**src/hw/rtl/acsc_pkg.sv**
```systemverilog
// package for the alarm clock set controller
// holds event and mode codes, the state record and the result record; no dependencies
package acsc_pkg;

  localparam int unsigned HourW   = 5;
  localparam int unsigned MinuteW = 6;
  localparam int unsigned SecondW = 6;

  localparam logic [HourW-1:0]   LastHour   = HourW'(23);
  localparam logic [MinuteW-1:0] LastMinute = MinuteW'(59);

  localparam int unsigned InDataW  = 24;
  localparam int unsigned OutDataW = 32;

  typedef enum logic [1:0] {
    OpJoy     = 2'd0,
    OpRot     = 2'd1,
    OpTimeout = 2'd2,
    OpTick    = 2'd3
  } op_e;

  typedef enum logic [2:0] {
    ModeSetHour = 3'd0,
    ModeSetMin  = 3'd1,
    ModeNormal  = 3'd2,
    ModeAlHour  = 3'd3,
    ModeAlMin   = 3'd4,
    ModeRing    = 3'd5
  } mode_e;

  typedef struct packed {
    mode_e              mode;
    logic [HourW-1:0]   edit_hour;
    logic [MinuteW-1:0] edit_minute;
    logic               arm;
    logic [HourW-1:0]   alarm_hour;
    logic [MinuteW-1:0] alarm_minute;
  } state_t;

  typedef struct packed {
    logic [SecondW-1:0] now_second;
    logic [MinuteW-1:0] now_minute;
    logic [HourW-1:0]   now_hour;
  } event_t;

  typedef struct packed {
    logic               clock_load;
    logic [HourW-1:0]   load_hour;
    logic [MinuteW-1:0] load_minute;
  } load_t;

endpackage

```
**src/hw/rtl/acsc_next.sv**
```systemverilog
// next-state logic for one event of the alarm clock set controller
// depends on acsc_pkg
module acsc_next import acsc_pkg::*; (
  input  state_t state_i,
  input  op_e    op_i,
  input  event_t event_i,
  output state_t state_o,
  output load_t  load_o
);

  logic [HourW-1:0]   hour_inc;
  logic [MinuteW-1:0] minute_inc;
  logic               alarm_hit;

  // edit time only ever holds in-range values, so wrap on the last one
  assign hour_inc   = (state_i.edit_hour == LastHour) ? '0 : state_i.edit_hour + HourW'(1);
  assign minute_inc = (state_i.edit_minute == LastMinute) ? '0
                                                          : state_i.edit_minute + MinuteW'(1);

  assign alarm_hit = state_i.arm
                   && (event_i.now_hour == state_i.alarm_hour)
                   && (event_i.now_minute == state_i.alarm_minute)
                   && (event_i.now_second == '0);

  always_comb begin
    state_o = state_i;
    load_o  = '0;
    case (state_i.mode)
      ModeSetHour: begin
        if (op_i == OpJoy) begin
          load_o.clock_load  = 1'b1;
          load_o.load_hour   = state_i.edit_hour;
          load_o.load_minute = state_i.edit_minute;
          state_o.mode       = ModeSetMin;
        end else if (op_i == OpRot) begin
          state_o.edit_hour = hour_inc;
        end
      end
      ModeSetMin: begin
        if (op_i == OpJoy) begin
          load_o.clock_load   = 1'b1;
          load_o.load_hour    = state_i.edit_hour;
          load_o.load_minute  = state_i.edit_minute;
          state_o.edit_hour   = '0;
          state_o.edit_minute = '0;
          state_o.mode        = ModeNormal;
        end else if (op_i == OpRot) begin
          state_o.edit_minute = minute_inc;
        end
      end
      ModeNormal: begin
        if (op_i == OpJoy) begin
          state_o.mode = ModeAlHour;
        end else if (op_i == OpRot) begin
          state_o.arm = ~state_i.arm;
        end else if (op_i == OpTick && alarm_hit) begin
          state_o.mode = ModeRing;
        end
      end
      ModeAlHour: begin
        if (op_i == OpJoy) begin
          state_o.mode = ModeAlMin;
        end else if (op_i == OpRot) begin
          state_o.edit_hour = hour_inc;
        end
      end
      ModeAlMin: begin
        if (op_i == OpJoy) begin
          state_o.alarm_hour   = state_i.edit_hour;
          state_o.alarm_minute = state_i.edit_minute;
          state_o.mode         = ModeNormal;
        end else if (op_i == OpRot) begin
          state_o.edit_minute = minute_inc;
        end
      end
      ModeRing: begin
        if (op_i != OpTick) begin
          state_o.mode = ModeNormal;
        end
      end
      default: begin
      end
    endcase
  end

endmodule

```
**src/hw/rtl/alarm_clock_set_controller_core.sv**
```systemverilog
// top level of the alarm clock set controller: stream ports, state and result registers
// depends on acsc_pkg and acsc_next
//
// Each accepted event item updates the controller state in the same clock edge and yields
// exactly one result item, held in an output register and shown in the cycle after acceptance.
// The block takes one event per cycle: s_axis_tready stays high while the output register
// is empty or its item is taken in the same cycle, so the output register alone sets the
// rate. Events are joystick press, rotary press, ring timeout and a one-second tick with
// the current time; the ring timeout itself is timed outside the block.
module alarm_clock_set_controller_core import acsc_pkg::*; (
  input  logic                clk_i,
  input  logic                rst_ni,
  input  logic                s_axis_tvalid_i,
  output logic                s_axis_tready_o,
  // [4:0] now_hour, [10:5] now_minute, [16:11] now_second, rest zero
  input  logic [InDataW-1:0]  s_axis_tdata_i,
  // [1:0] operation
  input  logic [1:0]          s_axis_tuser_i,
  output logic                m_axis_tvalid_o,
  input  logic                m_axis_tready_i,
  // [2:0] mode, [7:3] shown_hour, [13:8] shown_minute, [14] armed, [15] ringing,
  // [16] clock_load, [21:17] load_hour, [27:22] load_minute, rest zero
  output logic [OutDataW-1:0] m_axis_tdata_o
);

  state_t state_q, state_d;
  load_t  load;
  event_t evt;
  op_e    op;
  logic   accept;

  logic                out_valid_q, out_valid_d;
  logic [OutDataW-1:0] out_data_q, out_data_d;

  assign op  = op_e'(s_axis_tuser_i);
  assign evt = event_t'(s_axis_tdata_i[HourW+MinuteW+SecondW-1:0]);

  acsc_next u_next (
    .state_i (state_q),
    .op_i    (op),
    .event_i (evt),
    .state_o (state_d),
    .load_o  (load)
  );

  assign s_axis_tready_o = ~out_valid_q | m_axis_tready_i;
  assign accept          = s_axis_tvalid_i & s_axis_tready_o;

  assign out_valid_d = accept | (out_valid_q & ~m_axis_tready_i);
  assign out_data_d  = {4'b0000, load.load_minute, load.load_hour, load.clock_load,
                        (state_d.mode == ModeRing), state_d.arm,
                        state_d.edit_minute, state_d.edit_hour, state_d.mode};

  always_ff @(posedge clk_i or negedge rst_ni) begin
    if (!rst_ni) begin
      state_q     <= '{mode: ModeSetHour, default: '0};
      out_valid_q <= 1'b0;
    end else begin
      out_valid_q <= out_valid_d;
      if (accept) begin
        state_q <= state_d;
      end
    end
  end

  always_ff @(posedge clk_i) begin
    if (accept) begin
      out_data_q <= out_data_d;
    end
  end

  assign m_axis_tvalid_o = out_valid_q;
  assign m_axis_tdata_o  = out_data_q;

  // ringing flag mirrors the ringing mode
  assert property (@(posedge clk_i) disable iff (!rst_ni)
    out_valid_q |-> (out_data_q[15] == (out_data_q[2:0] == ModeRing)))
    else $error("ringing flag disagrees with mode");

  // load time is zero unless the strobe is set
  assert property (@(posedge clk_i) disable iff (!rst_ni)
    (out_valid_q && !out_data_q[16]) |-> (out_data_q[27:17] == '0))
    else $error("load time without strobe");

  // a load strobe only comes from the clock setting modes
  assert property (@(posedge clk_i) disable iff (!rst_ni)
    (accept && load.clock_load) |->
      (state_q.mode == ModeSetHour || state_q.mode == ModeSetMin))
    else $error("clock load outside clock setting");

  // edit time stays in range
  assert property (@(posedge clk_i) disable iff (!rst_ni)
    (state_q.edit_hour <= LastHour) && (state_q.edit_minute <= LastMinute))
    else $error("edit time out of range");

  // a held result is not overwritten
  assert property (@(posedge clk_i) disable iff (!rst_ni)
    (out_valid_q && !m_axis_tready_i) |=> (out_valid_q && $stable(out_data_q)))
    else $error("pending result lost");

endmodule

```
**config.mk**
```make
export PLATFORM = sky130hd
export DESIGN_NAME = alarm_clock_set_controller_core
export DESIGN_NICKNAME = d
export VERILOG_FILES = /design/src/hw/rtl/acsc_pkg.sv /design/src/hw/rtl/acsc_next.sv /design/src/hw/rtl/alarm_clock_set_controller_core.sv
export SDC_FILE = /design/constraint.sdc
export NUM_CORES = 1
export LEC_CHECK = 0
export ABC_AREA = 0
export BUFFER_PORTS_ARGS = -buffer_cell sky130_fd_sc_hd__buf_2
export CAP_MARGIN = 10
export CELL_PAD_IN_SITES_DETAIL_PLACEMENT = 0
export CELL_PAD_IN_SITES_GLOBAL_PLACEMENT = 1
export CORE_ASPECT_RATIO = 0.7
export CORE_MARGIN = 1.5
export CORE_UTILIZATION = 45
export DETAILED_ROUTE_END_ITERATION = 7
export PLACE_DENSITY = 0.94
export SYNTH_ARGS = -nofsm -noshare
export SYNTH_HDL_FRONTEND = slang
export SYNTH_SLANG_ARGS = --single-unit
```
**constraint.sdc**
```tcl
create_clock -name clk_i -period 6.57 [get_ports clk_i]
set_input_delay 0.657 -clock clk_i [delete_from_list [all_inputs] [get_ports clk_i]]
set_output_delay 0.657 -clock clk_i [all_outputs]
set_load 0.05 [all_outputs]
```
==> Yosys cells after proc, flatten, opt, wreduce, memory -nomap -nowiden <==
Cells that the tools add are included.
{ "totals": {"reg_bits": 55, "out_inout_bits": 34, "inputBits": 30} }
{ "op_classes": {"addsub": 2, "n_mux": 22, "bitwise": 7, "eq_ne": 13, "n_reduce_logical": 11} }
{ "ops": {"columns": ["cell", "n"], "rows": [
  ["$mux W6", 4],
  ["$mux W3", 7],
  ["$pmux W3 S6", 1],
  ["$mux W5", 3],
  ["$mux W12", 1],
  ["$pmux W6 S2", 1],
  ["$pmux W5 S2", 1],
  ["$eq A3 B3 Y1 const B", 3],
  ["$mux W8", 1],
  ["$add A6 B1 Y6 const B", 1],
  ["$eq A3 B2 Y1 const B", 2],
  ["$eq A6 B6 Y1", 1],
  ["$eq A6 B6 Y1 const B", 1],
  ["$logic_not A6 Y1", 1],
  ["$add A5 B1 Y5 const B", 1],
  ["$eq A5 B5 Y1", 1],
  ["$eq A5 B5 Y1 const B", 1],
  ["$logic_and A1 B1 Y1", 4],
  ["$reduce_or A2 Y1", 2],
  ["$eq A3 B1 Y1 const B", 1],
  ["$logic_not A3 Y1", 1],
  ["$mux W1", 3],
  ["$not A1 Y1", 3],
  ["$reduce_and A3 Y1", 1],
  ["7 further kinds", 9]
]} }

==> Logic depth before layout (Yosys ltp) <==
{ "depth": {"ltp_word": 10, "ltp_mapped": 7, "ltp_nobuf": 5} }

==> Hierarchy <==
From an unflattened synthesis, not the netlist that was laid out.
{ "unflattened": {"hier_cells": 232, "hier_area_um2": 2960.3} }
{ "modules_own_cells": {"columns": ["mod", "n_inst", "seq_area_each_um2", "cells_each", "area_each_um2"], "rows": [
  ["alarm_clock_set_controller_core", 1, 1516.5, 94, 1979.4],
  ["acsc_next", 1, 0.0, 138, 980.9]
]} }

==> Least setup slack after synthesis <==
OpenSTA, ideal clock, no wires.
{ "synth_timing": {"path_kind": "in2reg", "start": "input m_axis_tready_i", "end": "register state_q[23] (netlist name)", "setup_ps": 88, "path_stages": 6, "slack_ps": 3955, "path_buffers": 1, "arrival_time_ps": 2526, "cell_sequence": "nand2b_4 -> nand2_1 -> inv_1 -> clkbuf_1 -> o2111ai_1 -> a22oi_1"} }
{ "synth_between": {"elab_chain_len": 2} }
{ "synth_lines": {"columns": ["element", "line_no", "text"], "rows": [
  ["start, declared", "alarm_clock_set_controller_core.sv:20", "input logic m_axis_tready_i,"],
  ["$or A1 B1 Y1", "alarm_clock_set_controller_core.sv:46", "assign s_axis_tready_o = ~out_valid_q | m_axis_tready_i;"],
  ["$and A1 B1 Y1", "alarm_clock_set_controller_core.sv:47", "assign accept = s_axis_tvalid_i & s_axis_tready_o;"],
  ["named net accept", "alarm_clock_set_controller_core.sv:30", "logic accept;"],
  ["end signal, assigned", "alarm_clock_set_controller_core.sv:61", "state_q <= state_d;"],
  ["end, declared", "alarm_clock_set_controller_core.sv:26", "state_t state_q, state_d;"]
]} }
The timed path passes the listed nets, and every way through them passes these cells.
A chain may end at the register's enable or synchronous reset.

==> Worst setup path after layout <==
{ "layout_timing": {"start": "input s_axis_tdata_i[13]", "end": "register out_data_q[15] (netlist: m_axis_tdata_o[15]) (data pin)"} }
{ "layout_between": {"elab_chain_len": 8} }
{ "layout_lines": {"columns": ["element", "line_no", "text"], "rows": [
  ["start, declared", "alarm_clock_set_controller_core.sv:16", "input logic [InDataW-1:0] s_axis_tdata_i,"],
  ["$logic_not A6 Y1", "acsc_next.sv:23", "&& (event_i.now_second == '0);"],
  ["$logic_and A1 B1 Y1", "acsc_next.sv:23", null],
  ["$logic_and A1 B1 Y1", "acsc_next.sv:56", "end else if (op_i == OpTick && alarm_hit) begin"],
  ["$mux W3", "acsc_next.sv:56", null],
  ["$mux W3", "acsc_next.sv:54", "end else if (op_i == OpRot) begin"],
  ["$mux W3", "acsc_next.sv:52", "if (op_i == OpJoy) begin"],
  ["$pmux W3 S6", "acsc_next.sv:28", "case (state_i.mode)"],
  ["$eq A3 B3 Y1", "alarm_clock_set_controller_core.sv:51", "(state_d.mode == ModeRing), state_d.arm,"],
  ["named net out_data_d[15]", "alarm_clock_set_controller_core.sv:33", "logic [OutDataW-1:0] out_data_q, out_data_d;"],
  ["end signal, assigned", "alarm_clock_set_controller_core.sv:68", "out_data_q <= out_data_d;"],
  ["end, declared", "alarm_clock_set_controller_core.sv:33", null]
]} }
The timed path passes the listed nets, and every way through them passes these cells.

==> impl_metrics.ini <==
[power_and_ir_drop]
seqPwrFrac = 0.458
p_per_area_nw_per_um2 = 361
p_leak_uw = 0.00141
p_total_uw = 1230
p_switching_uw = 492
swShare = 0.398
combPwrFrac = 0.357
power.internal_uw = 743
vdd_drop_max_mv = 0.168
clkPwrFrac = 0.184

[critical_path]
crit_arrival_ps = 2540
end_kind = register
worstSetupPathType = primary input to register
worstReg2RegStart = state_q[24]
r2r-end = m_axis_tdata_o[7]
crit_fanout = 5
start_kind = primary input
crit_end = m_axis_tdata_o[15]
crit_path_start = s_axis_tdata_i[13]
required_ps = 6660
r2r_slack_ps = 4150
rr_worst_depth = 4

[clocking]
cts_setup_buffers = 0
numCtsBuffers = 5
h-tree-depth = 2
clock_path_buffers = 2
tritoncts = yes
clk_pin_slew_worst_paths_ps = 100
insertion_delay_ps = 310
ctsRootBufferMaster = clkbuf_8
hold_buffers = 0
cts_resized = 0
cts.sinks = 55

[global_route]
grt_overflow = 0
antenna_found_initial = 0
track_usage = 0.187
grt_max_degree = 38
grt_pass1_vias = 2031
grt_pass1_wl_mm = 10.4

[synth]
synth_area_sq_um = 3030
ys.flop_type = edfxtp_1
yosys.area.top_type = edfxtp_1
async_reset_ff_frac = 0.491
yosysSeqAreaShare = 0.501
syn_area_per_cell_sq_um = 11.2
synth_edf_count = 28
syn_inst = 270
synth-seq-cells = 55
ys_types = 55
synth_warnings = 0
synth_top_area_share = 0.278
synth.area.top_cells = edfxtp_1 28%, dfrtp_1 22%, mux2_4 5.0%, xor2_1 3.5%, o211ai_1 2.7%

[detailed_routing]
first_pass_iters = 4
vias = 2271
drt_iter0_drc = 116
drtAntennaViolNets = 0
wl_per_cell_um = 16.1
vias_per_cell = 5.62
wirelength_mm = 6.49
drc_errors = 0

[place]
dp_hpwl_mm = 4.40
dp_worst_setup_slack_ps = 3950
numPortBuffers = 52
gp_congestion = 0.875

[sta]
min_period_ps = 2440
max_slew_margin = 0.467
tns_ps = 0
finalCritPeriodShare = 0.372
setup_violations = 0
tightest_slew_ps = 792
timing.fmax_mhz = 409
skew_ps = 9.64
drv_slew = 0
hold_violations = 0
fin_ws_ps = 4130
rsz0062_at_grt = false

[flow_run]
cap_violations = 0

[finish]
drive_gt1_frac = 0.284
layout_commonest_cell = buf_2
nets = 344
fillers = 575
num_antenna_cells = 0
area_growth_pct = 13.1
layout_common_cells = 52 x buf_2, 28 x edfxtp_1, 27 x dfrtp_1, 16 x o21ai_0, 15 x nand2_1

[status]
status = complete, no violations

[floorplan]
coreArea_sq_um = 6370
fp.dieH_um = 71.6
rows = 24
die_x_um = 101
pin_count = 64
initial_core_util = 0.476
die_area_sq_um = 7240

[hold_path]
min_path_type = primary input to async pin
[Yosys cell counts (6+ instances only)]
cell,number
a21oi_1,8
and2_1,13
buf_4,6
clkbuf_1,11
dfrtp_1,27
edfxtp_1,28
mux2_4,10
nand2_1,15
nand3_1,6
nand4_1,6
nor2_1,6
nor2b_1,6
o211ai_1,11
o21ai_0,16
or2_2,6
xor2_1,12
[cells by family after synthesis]
family	share of synthesized area
AND/OR/NAND/NOR	0.160
XOR/XNOR	0.0434
adder cells (fa/ha/maj)	0.00826
multiplexers	0.0707
other	0.00124
AO/OA/AOI/OAI	0.170
buffers and inverters	0.0455
flip-flops	0.501
[power groups by stage]
stage / Clock (uW) / Combinational [uW] / Sequential (uW)
2_1_floorplan: 0 / 327 / 583
3_3_place_gp: 0 / 428 / 567
3_5_place_dp: 0 / 438 / 571
4_1_cts: 233 / 440 / 564
5_1_grt: 245 / 485 / 584
6_report: 228 / 441 / 566
[per-layer routing]
| metal | routed length [um] | track usage |
|---|---|---|
| met5 | 0 | 0 |
| met1 | 3380 | 0.298 |
| met3 | 348 | 0.0371 |
| met4 | 31 | 0.0370 |
| met2 | 2730 | 0.262 |
[state kept, by name (all words and copies together) (netlist names)]
register / cells
m_axis_tdata_o: 28
state_q: 26
m_axis_tvalid_o: 1
[layout make-up]
cell class | count | area, sq um | area share
timing repair buffer | 55 | 283 | 0.0826
inverter | 4 | 15.0 | 0.00438
clock buffer | 6 | 72.6 | 0.0212
sequential | 55 | 1520 | 0.443
clock inverter | 2 | 38.8 | 0.0113
tap | 91 | 114 | 0.0332
multi-input combinational | 191 | 1390 | 0.404
[worst max-delay path: stages]
cell     delay [ps]
buf_2            90
or3_1           360
nor4_1          660
nand4_1         370
o41ai_1         400
[stage by stage]
step	std cells	hold WS (ps)	area, sq um	utilization
after global placement	396	498	3310	0.520
after detailed placement	396	510	3310	0.520
after global routing	404	428	3420	0.538
after floorplan	273	361	3040	-
after CTS	404	395	3420	0.538
final	404	382	3420	0.538
[worst min-delay path by stage]
| stage | start | depth (start not counted) | slack [ps] | end |
|---|---|---|---|---|
| 2_1_floorplan | rst_ni | 0 | 360 | m_axis_tvalid_o |
| 3_3_place_gp | state_q[11] | 1 | 500 | state_q[11] |
| 3_5_place_dp | state_q[11] | 1 | 510 | state_q[11] |
| 4_1_cts | rst_ni | 1 | 400 | state_q[4] |
| 5_1_grt | rst_ni | 1 | 430 | state_q[5] |
| 6_report | rst_ni | 1 | 380 | state_q[4] |
Note: power is estimated with default switching activity, not from simulation.
